File: config.mk
export PLATFORM = sky130hd
export DESIGN_NAME = record_rank_sort_search
export DESIGN_NICKNAME = d
export VERILOG_FILES = /design/src/rtl/rrss_pkg.sv /design/src/rtl/rrss_key.sv /design/src/rtl/rrss_cmp.sv /design/src/rtl/rrss_mem.sv /design/src/rtl/record_rank_sort_search.sv
export SDC_FILE = /design/constraint.sdc
export NUM_CORES = 2
export LEC_CHECK = 0
export BUFFER_PORTS_ARGS = -buffer_cell sky130_fd_sc_hd__buf_4
export CAP_MARGIN = 15
export CELL_PAD_IN_SITES_DETAIL_PLACEMENT = 0
export CELL_PAD_IN_SITES_GLOBAL_PLACEMENT = 2
export CORE_ASPECT_RATIO = 0.75
export CORE_MARGIN = 2
export CORE_UTILIZATION = 50
export DETAILED_ROUTE_END_ITERATION = 8
export GPL_TIMING_DRIVEN = 0
export PLACE_DENSITY_LB_ADDON = 0.25
export SLEW_MARGIN = 20
export SYNTH_ARGS = -nofsm -noshare
export SYNTH_HDL_FRONTEND = slang
export SYNTH_SLANG_ARGS = --single-unit
File: constraint.sdc
create_clock -name clk -period 14.65 [get_ports clk]
set_input_delay 2.93 -clock clk [delete_from_list [all_inputs] [get_ports clk]]
set_output_delay 2.93 -clock clk [all_outputs]
set_load 0.01 [all_outputs]
File: src/rtl/rrss_pkg.sv
// Shared types and constants for the record rank, sort and search block.
// Used by every module in rtl; depends on nothing.
package rrss_pkg;

  localparam int MAX_ENTRIES_DEF = 64;

  localparam int ID_W   = 16;
  localparam int MARK_W = 7;
  localparam int KEY_W  = 7;
  localparam int SUM_W  = 9;

  // floor(sum / 3) for sum below 512 is (sum * 171) >> 9.
  localparam int KEY_RECIP = 171;
  localparam int KEY_SHIFT = 9;
  localparam int PROD_W    = 17;

  localparam int IN_DATA_W  = 40;
  localparam int OUT_DATA_W = 48;

  typedef enum logic [1:0] {
    KIND_ADD    = 2'd0,
    KIND_RANK   = 2'd1,
    KIND_SEARCH = 2'd2
  } kind_t;

  typedef struct packed {
    logic [KEY_W-1:0]  key;
    logic [MARK_W-1:0] mark_c;
    logic [MARK_W-1:0] mark_b;
    logic [MARK_W-1:0] mark_a;
    logic [ID_W-1:0]   id;
  } rec_t;

  typedef struct packed {
    logic gt;
    logic eq;
  } cmp_res_t;

  typedef enum logic [3:0] {
    ST_IDLE,
    ST_SORT_RD_I,
    ST_SORT_LD_I,
    ST_SORT_RD_J,
    ST_SORT_CMP,
    ST_SORT_EMIT,
    ST_SRCH_RD,
    ST_SRCH_CHK,
    ST_SRCH_FIN
  } state_t;

endpackage

File: src/rtl/rrss_key.sv
// Key unit: the three-mark sum divided by three through a reciprocal multiply.
// Depends on rrss_pkg.
module rrss_key
  import rrss_pkg::*;
(
  input  logic [MARK_W-1:0] mark_a,
  input  logic [MARK_W-1:0] mark_b,
  input  logic [MARK_W-1:0] mark_c,
  output logic [KEY_W-1:0]  key
);

  logic [SUM_W-1:0]  sum;
  logic [PROD_W-1:0] prod;

  assign sum  = SUM_W'(mark_a) + SUM_W'(mark_b) + SUM_W'(mark_c);
  assign prod = PROD_W'(sum) * PROD_W'(KEY_RECIP);
  assign key  = prod[KEY_SHIFT +: KEY_W];

endmodule

File: src/rtl/rrss_cmp.sv
// Shared compare unit: key ordering during the sort and id match during search.
// Depends on rrss_pkg.
module rrss_cmp
  import rrss_pkg::*;
(
  input  logic [ID_W-1:0] opa,
  input  logic [ID_W-1:0] opb,
  output cmp_res_t        res
);

  assign res.gt = (opa > opb);
  assign res.eq = (opa == opb);

endmodule

File: src/rtl/rrss_mem.sv
// Record table: one write port and one read port with registered read data.
// Depends on rrss_pkg.
module rrss_mem
  import rrss_pkg::*;
#(
  parameter int DEPTH = MAX_ENTRIES_DEF,
  parameter int AW    = $clog2(DEPTH)
) (
  input  logic          clk,
  input  logic          wr_en,
  input  logic [AW-1:0] wr_addr,
  input  rec_t          wr_data,
  input  logic          rd_en,
  input  logic [AW-1:0] rd_addr,
  output rec_t          rd_data
);

  rec_t mem [DEPTH];

  always_ff @(posedge clk) begin
    if (wr_en) begin
      mem[wr_addr] <= wr_data;
    end
  end

  always_ff @(posedge clk) begin
    if (rd_en) begin
      rd_data <= mem[rd_addr];
    end
  end

endmodule

File: src/rtl/record_rank_sort_search.sv
// Top level of the record table with exchange-sort ranking and id search.
// Depends on rrss_pkg, rrss_key, rrss_cmp and rrss_mem.
//
// Adds may follow back to back; the key is computed and stored with the record.
// A rank or search sends every record through the single registered read port
// of the table and through one shared comparator, and stalls on the result
// side hold it up. The input is not ready while a rank or search is running.
// The table needs no clearing pass after reset.
module record_rank_sort_search
  import rrss_pkg::*;
#(
  parameter int MAX_ENTRIES = MAX_ENTRIES_DEF
) (
  input  logic                  clk,
  input  logic                  rst_n,
  input  logic                  in_tvalid,
  output logic                  in_tready,
  input  logic [IN_DATA_W-1:0]  in_tdata,   // record_id, mark_a, mark_b, mark_c
  input  logic [1:0]            in_tuser,   // kind
  output logic                  out_tvalid,
  input  logic                  out_tready,
  output logic [OUT_DATA_W-1:0] out_tdata,  // out_id, out_mark_a, out_mark_b, out_mark_c, out_key
  output logic                  out_tlast
);

  localparam int AW = $clog2(MAX_ENTRIES);
  localparam int CW = $clog2(MAX_ENTRIES + 1);

  state_t          state_r, state_nxt;
  logic [CW-1:0]   cnt_r, cnt_nxt;
  logic [AW-1:0]   i_r, i_nxt;
  logic [AW-1:0]   j_r, j_nxt;
  rec_t            cur_r, cur_nxt;
  rec_t            pend_r, pend_nxt;
  logic            pend_v_r, pend_v_nxt;
  logic [ID_W-1:0] sid_r, sid_nxt;

  logic            out_valid_r;
  rec_t            out_rec_r;
  logic            out_last_r;

  logic            accept;
  logic            out_free;
  logic            i_is_last;
  logic            j_is_last;
  logic [CW-1:0]   cnt_m1;

  logic            mem_we;
  logic [AW-1:0]   mem_waddr;
  rec_t            mem_wdata;
  logic            mem_re;
  logic [AW-1:0]   mem_raddr;
  rec_t            mem_rdata;

  logic [ID_W-1:0] cmp_a;
  logic [ID_W-1:0] cmp_b;
  cmp_res_t        cmp_res;

  rec_t            add_rec;
  logic [KEY_W-1:0] add_key;

  logic            out_load;
  rec_t            out_ld_rec;
  logic            out_ld_last;
  logic            srch_stall;

  assign accept   = in_tvalid & in_tready;
  assign in_tready = (state_r == ST_IDLE);
  assign out_free = ~out_valid_r | out_tready;
  assign cnt_m1   = cnt_r - CW'(1);
  assign i_is_last = (CW'(i_r) == cnt_m1);
  assign j_is_last = (CW'(j_r) == cnt_m1);
  assign srch_stall = cmp_res.eq & pend_v_r & ~out_free;

  rrss_key u_key (
    .mark_a (in_tdata[22:16]),
    .mark_b (in_tdata[29:23]),
    .mark_c (in_tdata[36:30]),
    .key    (add_key)
  );

  always_comb begin
    add_rec.id     = in_tdata[15:0];
    add_rec.mark_a = in_tdata[22:16];
    add_rec.mark_b = in_tdata[29:23];
    add_rec.mark_c = in_tdata[36:30];
    add_rec.key    = add_key;
  end

  rrss_cmp u_cmp (
    .opa (cmp_a),
    .opb (cmp_b),
    .res (cmp_res)
  );

  rrss_mem #(
    .DEPTH (MAX_ENTRIES),
    .AW    (AW)
  ) u_mem (
    .clk     (clk),
    .wr_en   (mem_we),
    .wr_addr (mem_waddr),
    .wr_data (mem_wdata),
    .rd_en   (mem_re),
    .rd_addr (mem_raddr),
    .rd_data (mem_rdata)
  );

  always_comb begin
    state_nxt = state_r;
    unique case (state_r)
      ST_IDLE: begin
        if (accept && cnt_r != '0) begin
          if (in_tuser == KIND_RANK) begin
            state_nxt = ST_SORT_RD_I;
          end else if (in_tuser == KIND_SEARCH) begin
            state_nxt = ST_SRCH_RD;
          end
        end
      end
      ST_SORT_RD_I: state_nxt = ST_SORT_LD_I;
      ST_SORT_LD_I: state_nxt = i_is_last ? ST_SORT_EMIT : ST_SORT_RD_J;
      ST_SORT_RD_J: state_nxt = ST_SORT_CMP;
      ST_SORT_CMP:  state_nxt = j_is_last ? ST_SORT_EMIT : ST_SORT_RD_J;
      ST_SORT_EMIT: begin
        if (out_free) begin
          state_nxt = i_is_last ? ST_IDLE : ST_SORT_RD_I;
        end
      end
      ST_SRCH_RD: state_nxt = ST_SRCH_CHK;
      ST_SRCH_CHK: begin
        if (!srch_stall) begin
          state_nxt = j_is_last ? ST_SRCH_FIN : ST_SRCH_RD;
        end
      end
      ST_SRCH_FIN: begin
        if (!pend_v_r || out_free) begin
          state_nxt = ST_IDLE;
        end
      end
      default: state_nxt = ST_IDLE;
    endcase
  end

  always_comb begin
    cnt_nxt     = cnt_r;
    i_nxt       = i_r;
    j_nxt       = j_r;
    cur_nxt     = cur_r;
    pend_nxt    = pend_r;
    pend_v_nxt  = pend_v_r;
    sid_nxt     = sid_r;
    mem_we      = 1'b0;
    mem_waddr   = i_r;
    mem_wdata   = cur_r;
    mem_re      = 1'b0;
    mem_raddr   = j_r;
    cmp_a       = {{(ID_W-KEY_W){1'b0}}, mem_rdata.key};
    cmp_b       = {{(ID_W-KEY_W){1'b0}}, cur_r.key};
    out_load    = 1'b0;
    out_ld_rec  = cur_r;
    out_ld_last = 1'b0;
    unique case (state_r)
      ST_IDLE: begin
        i_nxt      = '0;
        j_nxt      = '0;
        pend_v_nxt = 1'b0;
        sid_nxt    = in_tdata[15:0];
        if (accept && in_tuser == KIND_ADD && cnt_r < CW'(MAX_ENTRIES)) begin
          mem_we    = 1'b1;
          mem_waddr = cnt_r[AW-1:0];
          mem_wdata = add_rec;
          cnt_nxt   = cnt_r + CW'(1);
        end
      end
      ST_SORT_RD_I: begin
        mem_re    = 1'b1;
        mem_raddr = i_r;
      end
      ST_SORT_LD_I: begin
        cur_nxt = mem_rdata;
        j_nxt   = i_r + AW'(1);
      end
      ST_SORT_RD_J: begin
        mem_re = 1'b1;
      end
      ST_SORT_CMP: begin
        if (cmp_res.gt) begin
          mem_we    = 1'b1;
          mem_waddr = j_r;
          cur_nxt   = mem_rdata;
        end
        j_nxt = j_r + AW'(1);
      end
      ST_SORT_EMIT: begin
        if (out_free) begin
          mem_we      = 1'b1;
          out_load    = 1'b1;
          out_ld_last = i_is_last;
          i_nxt       = i_r + AW'(1);
        end
      end
      ST_SRCH_RD: begin
        mem_re = 1'b1;
      end
      ST_SRCH_CHK: begin
        cmp_a      = mem_rdata.id;
        cmp_b      = sid_r;
        out_ld_rec = pend_r;
        if (!srch_stall) begin
          if (cmp_res.eq) begin
            out_load   = pend_v_r;
            pend_nxt   = mem_rdata;
            pend_v_nxt = 1'b1;
          end
          j_nxt = j_r + AW'(1);
        end
      end
      ST_SRCH_FIN: begin
        out_ld_rec  = pend_r;
        out_ld_last = 1'b1;
        if (pend_v_r && out_free) begin
          out_load   = 1'b1;
          pend_v_nxt = 1'b0;
        end
      end
      default: begin
      end
    endcase
  end

  always_ff @(posedge clk) begin
    if (!rst_n) begin
      state_r     <= ST_IDLE;
      cnt_r       <= '0;
      pend_v_r    <= 1'b0;
      out_valid_r <= 1'b0;
    end else begin
      state_r  <= state_nxt;
      cnt_r    <= cnt_nxt;
      pend_v_r <= pend_v_nxt;
      if (out_load) begin
        out_valid_r <= 1'b1;
      end else if (out_tready) begin
        out_valid_r <= 1'b0;
      end
    end
  end

  always_ff @(posedge clk) begin
    i_r    <= i_nxt;
    j_r    <= j_nxt;
    cur_r  <= cur_nxt;
    pend_r <= pend_nxt;
    sid_r  <= sid_nxt;
    if (out_load) begin
      out_rec_r  <= out_ld_rec;
      out_last_r <= out_ld_last;
    end
  end

  assign out_tvalid = out_valid_r;
  assign out_tlast  = out_last_r;
  assign out_tdata  = {{(OUT_DATA_W-$bits(rec_t)){1'b0}}, out_rec_r};

`ifndef SYNTHESIS
  a_cnt_bound: assert property (@(posedge clk) disable iff (!rst_n)
    cnt_r <= CW'(MAX_ENTRIES))
    else $error("record count exceeds table depth");

  a_busy_nonempty: assert property (@(posedge clk) disable iff (!rst_n)
    state_r != ST_IDLE |-> cnt_r != '0)
    else $error("walk running over an empty table");

  a_cnt_hold: assert property (@(posedge clk) disable iff (!rst_n)
    state_r != ST_IDLE |=> cnt_r == $past(cnt_r))
    else $error("record count changed during a walk");

  a_no_overwrite: assert property (@(posedge clk) disable iff (!rst_n)
    out_load |-> (!out_valid_r || out_tready))
    else $error("result register loaded while a transfer is pending");
`endif

endmodule

Word-level counts from Yosys, hierarchy flattened
Memories as Yosys holds them, arrays and structs flattened. A register that Yosys moved wholly into a read port is not among the register bits.
Cells that the tools add are included.
{"block": "op_classes", "addsub": 6, "reduce_logical": 23, "muxes": 45, "n_mul": 1, "n_eq_ne": 21, "bitwise_logic": 7, "n_lt_le_gt_ge": 2}
{"cell": "2-to-1 mux 44 bit", "n": 4}
{"cell": "case mux 44 bit (2 select lines)", "n": 1}
{"cell": "case mux 4 bit (9 select lines)", "n": 1}
{"cell": "2-to-1 mux 16 bit", "n": 2}
{"cell": "2-to-1 mux 6 bit", "n": 5}
{"cell": "2-to-1 mux 4 bit", "n": 7}
{"cell": "case mux 6 bit (2 select lines)", "n": 2}
{"cell": "case mux 6 bit (4 select lines)", "n": 1}
{"cell": "equality test 16 bit", "n": 1}
{"cell": "equality test 4 x 3 -> 1 bit (second input constant)", "n": 4}
{"cell": "> comparator 16 bit", "n": 1}
{"cell": "multiplier 9 x 8 -> 16 bit (second input constant)", "n": 1}
{"cell": "2-to-1 mux 1 bit", "n": 16}
{"cell": "equality test 6 x 7 -> 1 bit", "n": 2}
{"cell": "adder 6 x 1 -> 6 bit (second input constant)", "n": 2}
{"cell": "!= test 2 bit (second input constant)", "n": 6}
{"cell": "adder 9 x 7 -> 9 bit", "n": 1}
{"cell": "case mux 1 bit (3 select lines)", "n": 3}
{"cell": "adder 7 x 7 -> 8 bit", "n": 1}
{"cell": "equality test 4 x 2 -> 1 bit (second input constant)", "n": 2}
{"cell": "AND reduction 2 bit", "n": 4}
{"cell": "adder 7 x 1 -> 7 bit (second input constant)", "n": 1}
{"cell": "less-than comparator 7 bit (second input constant)", "n": 1}
{"cell": "nonzero test 7 bit", "n": 1}
{"cell": "other kinds (25)", "n": 35}
{"block": "word_totals", "register_bits": 174, "output_inout_bits": 51, "wordCells": 129, "inputBits": 46, "n_memories": 1, "mem_bits_rw": 2816}
{"memory": "u_mem.mem", "words": 64, "word_bits": 44, "read_ports": 1, "rd_clocked_by_memory_dff": 1, "write_ports": 1, "line": "rrss_mem.sv:18", "text": "rec_t mem [DEPTH];"}

Longest topological paths before layout
{"block": "logic_depth", "depth_word": 8, "depth_mapped": 26, "depth_no_buf": 25}

Cells and area by module
A second synthesis with hierarchy kept.
{"block": "hier_totals", "hier_cells": 5415, "hier_area_um2": 117830.5}
{"mod": "rrss_mem", "seq_area_each_um2": 85882.4, "cells_each": 4547, "instances": 1, "area_each_um2": 107778.4}
{"mod": "record_rank_sort_search", "seq_area_each_um2": 5094.9, "cells_each": 620, "instances": 1, "area_each_um2": 7905.1}
{"mod": "rrss_key", "seq_area_each_um2": 0.0, "cells_each": 193, "instances": 1, "area_each_um2": 1740.4}
{"mod": "rrss_cmp", "seq_area_each_um2": 0.0, "cells_each": 55, "instances": 1, "area_each_um2": 406.6}

Worst setup path before layout
OpenSTA, ideal clock, no wires.
{"block": "synth_timing", "kind": "input to register", "start": "input in_tdata[16]", "end": "memory u_mem.mem[0][38] in the netlist's numbering, data pin", "path_stages": 21, "setup_ps": 906, "t_arrival_ps": 11018, "t_required_ps": 13744, "n_path_buf": 1, "setup_slack_ps": 2726, "cell_sequence": "ha_1 fa_1 a21o_1 a21oi_1 o21bai_1 a21oi_1 xnor2_1 ha_1 clkbuf_1 o221ai_1 xnor2_1 inv_1 ha_1 fa_1 inv_1 fa_1 inv_1 ha_1 a21oi_1 o21ai_0 o41ai_1"}
{"element": "start: declaration", "line": "record_rank_sort_search.sv:18", "text": "input logic [IN_DATA_W-1:0] in_tdata,"}
{"element": "end: declaration", "line": "rrss_mem.sv:18"}

==> results.cfg <==
[critical_path]
crit_path_end_kind = register
reg2reg_depth = 17
ff2ff_setup_slack_ps = 6300
crit_path_max_fanout = 31
crit_required_ps = 15360
r2r_start = state_r[2]
worst-setup-path-type = in2reg
start_kind = input port
worstReg2RegEnd = u_mem.mem[27][31]
cp.arrival_ps = 10110

[run_status]
outcome = complete, no violations

[floorplanning]
start_util = 0.502
design.core.area_um2 = 237000
design.die.area_um2 = 242000
dieHeight_um = 426
die_w_um = 567
io_pins = 97
rows = 155

[logic_synthesis]
synth_top_area_cell = edfxtp_1
synth_area_um2 = 119000
yosysWarnings = 0
synth.top_cell.area_share = 0.763
synth-edff-count = 3021
async_reset_ff_frac = 0
avgSynthCellArea_um2 = 19.2
synth_cell_types = 75
synth_common_cells = edfxtp_1 (3021), nand2_1 (830), mux4_2 (584)
syn_inst = 6194
ys_ff_latch = 3034
yosys_most_used_dff = edfxtp_1
synthTopCellsByArea = edfxtp_1 (76%), mux4_2 (11%), nand2_1 (2.6%)
yosysSeqAreaShare = 0.765
yosysMostFrequentCell = edfxtp_1

[placed_design]
gp_congestion = 0.913
place_inst = 9729
numPortBuffers = 89
dpl.hpwl_um = 316000
place_area_um2 = 131000

[detailed_routing]
wirelength_um = 449000
wire_per_inst_um = 43.7
ant_nets = 0
drt-pass1-iter-count = 8
drc = 0
vias = 71000
viasPerCell = 6.91
first_iter_violations = 14000

[min_path]
worstHoldEndpoint = pend_r[34]
min_path_cells = 0
hold_path.class = reg2reg
hold_start = u_mem.rd_data[34]

[clocking]
cts_tree = done
cts_resized = 0
cts_sinks = 3034
cts_buffers = 300
cts-root-buf = clkbuf_16
cts-htree-levels = 5
cts_setup_buffers = 0
clock_path_buffers = 4
clock_latency_ps = 930
cts.clk_slew.worst_paths_ps = 60
ctsHoldBuffers = 0

[cells_and_area]
nNetsFinal = 7031
fin_util = 0.593
stdcell_area_um2 = 141000
fin_cells = 10300
drive_above_1_share = 0.253
area_growth_pct = 18.2

[power_and_ir_drop]
power.density_nw_per_um2 = 221
p_leak_uw = 0.0456
ir_drop_mv = 0.172
power_uw = 31100

[timing]
finClkSkew_ps = 65.4
slew_headroom = 0.0741
worst_slew_pin_slew_ps = 1390
rsz0062_at_grt = false
period_needed_ps = 9390
slew_violations = 0
final_hold_viol_count = 0
fin_crit_sh = 0.641
timing.fmax_mhz = 106
setup_viol_count_final = 0

[grt]
grt_pass1_vias = 64800
grt_usage = 0.370
grt_antenna_before_repair = 40
grt_pass1_wl_um = 589000
grt-ovfl-total = 0
grt_max_degree = 65

[run]
drv_cap = 0
[cell usage in the layout (no fill, tap or decap), types with 26 or more instances in the layout]
master	netlist	routed
and3_1	32	32
nand3_1	228	228
o21ai_0	45	38
nor2_1	102	49
xnor2_1	38	38
a21oi_1	166	162
clkbuf_16	0	305
buf_12	0	150
clkinv_2	0	45
inv_1	46	46
edfxtp_1	3021	3021
clkbuf_1	132	151
buf_6	26	37
bufinv_16	0	27
mux2_2	56	56
nand4_1	44	44
nand2_1	830	793
buf_2	122	139
a311oi_1	30	30
mux4_2	584	584
a221oi_1	26	26
nand2_4	0	31
o2111ai_1	33	33
clkbuf_2	0	31
ha_1	77	77
mux2i_1	121	118
buf_16	0	118
o22ai_1	53	52
buf_4	27	127
clkinv_1	1	72
nor2_4	0	49
a31oi_1	26	26
[worst max path at each step]
| stage | start | endpoint | slack [ps] | cells after the start |
|---|---|---|---|---|
| 2_1_floorplan | in_tdata[16] | u_mem.mem[0][38] | 2730 | 21 |
| 3_3_place_gp | in_tdata[16] | u_mem.mem[63][38] | -2240 | 21 |
| 3_5_place_dp | in_tdata[16] | u_mem.mem[44][43] | 4340 | 27 |
| 4_1_cts | in_tdata[16] | u_mem.mem[60][43] | 5230 | 27 |
| 5_1_grt | in_tdata[16] | u_mem.mem[63][43] | 4740 | 27 |
| 6_report | in_tdata[16] | u_mem.mem[60][43] | 5260 | 27 |
[power breakdown]
group	internal, uW	leakage (uW)	switching [uW]
registers	11300	0.0273	129
logic	3530	0.0137	8500
clock network	4300	0.00461	3360
total	19100	0.0456	12000
[routing by layer]
layer	share of wire	vias to the layer above	track usage	wire (um)
li1	-	26500	-	-
met1	0.37	37100	0.526	166000
met3	0.17	991	0.156	78100
met5	0.00047	-	0	209
met2	0.41	6400	0.505	184000
met4	0.047	28	0.147	21300
[flip-flops by register name (all words and copies together) (netlist names)]
name	flops
cnt_r	7
cur_r	44
i_r	6
j_r	6
out_tdata	44
out_tlast	1
out_tvalid	1
pend_r	44
pend_v_r	1
sid_r	16
state_r	4
u_mem.mem	2816
u_mem.rd_data	44
[cell type report]
type | count | area, um2
fill | 17100 | 96500
sequential | 3034 | 91000
multi-input combinational | 2777 | 27100
clock buffer | 353 | 7810
timing repair buffer | 394 | 7240
tap | 3140 | 3930
buffer | 339 | 1770
clock inverter | 172 | 1630
inverter | 47 | 176
antenna | 13 | 32.5
[critical path: stages]
cell	delay, ps
buf_4	120
ha_1	220
fa_1	410
a21o_1	170
a21oi_1	230
xnor2_1	130
ha_1	360
nand3_1	80
o21ai_0	310
o221ai_1	210
xnor2_1	520
inv_1	210
ha_1	350
fa_1	530
inv_1	50
fa_1	470
inv_1	40
ha_1	280
nand2_1	70
a211oi_1	440
nor3_1	120
nor3_1	490
a31oi_1	180
xnor2_1	180
o21ai_4	470
buf_16	240
buf_16	210
[kinds of logic after synthesis]
group / share of synthesized area
AO/OA/AOI/OAI: 0.0286
XOR/XNOR: 0.00416
adder cells (fa/ha/maj): 0.0106
buffers and inverters: 0.0160
flip-flops: 0.765
multiplexers: 0.126
other: 0.0000315
AND/OR/NAND/NOR: 0.0497
[metrics by stage]
stage,worst slack (ps),hold slack (ps),setup TNS [ps]
after global placement,-2240,424,-602990
after global routing,4740,453,0
after floorplan,2730,421,0
after CTS,5230,447,0
after detailed placement,4340,432,0
final,5260,443,0
(Power assumes the default switching activity.)
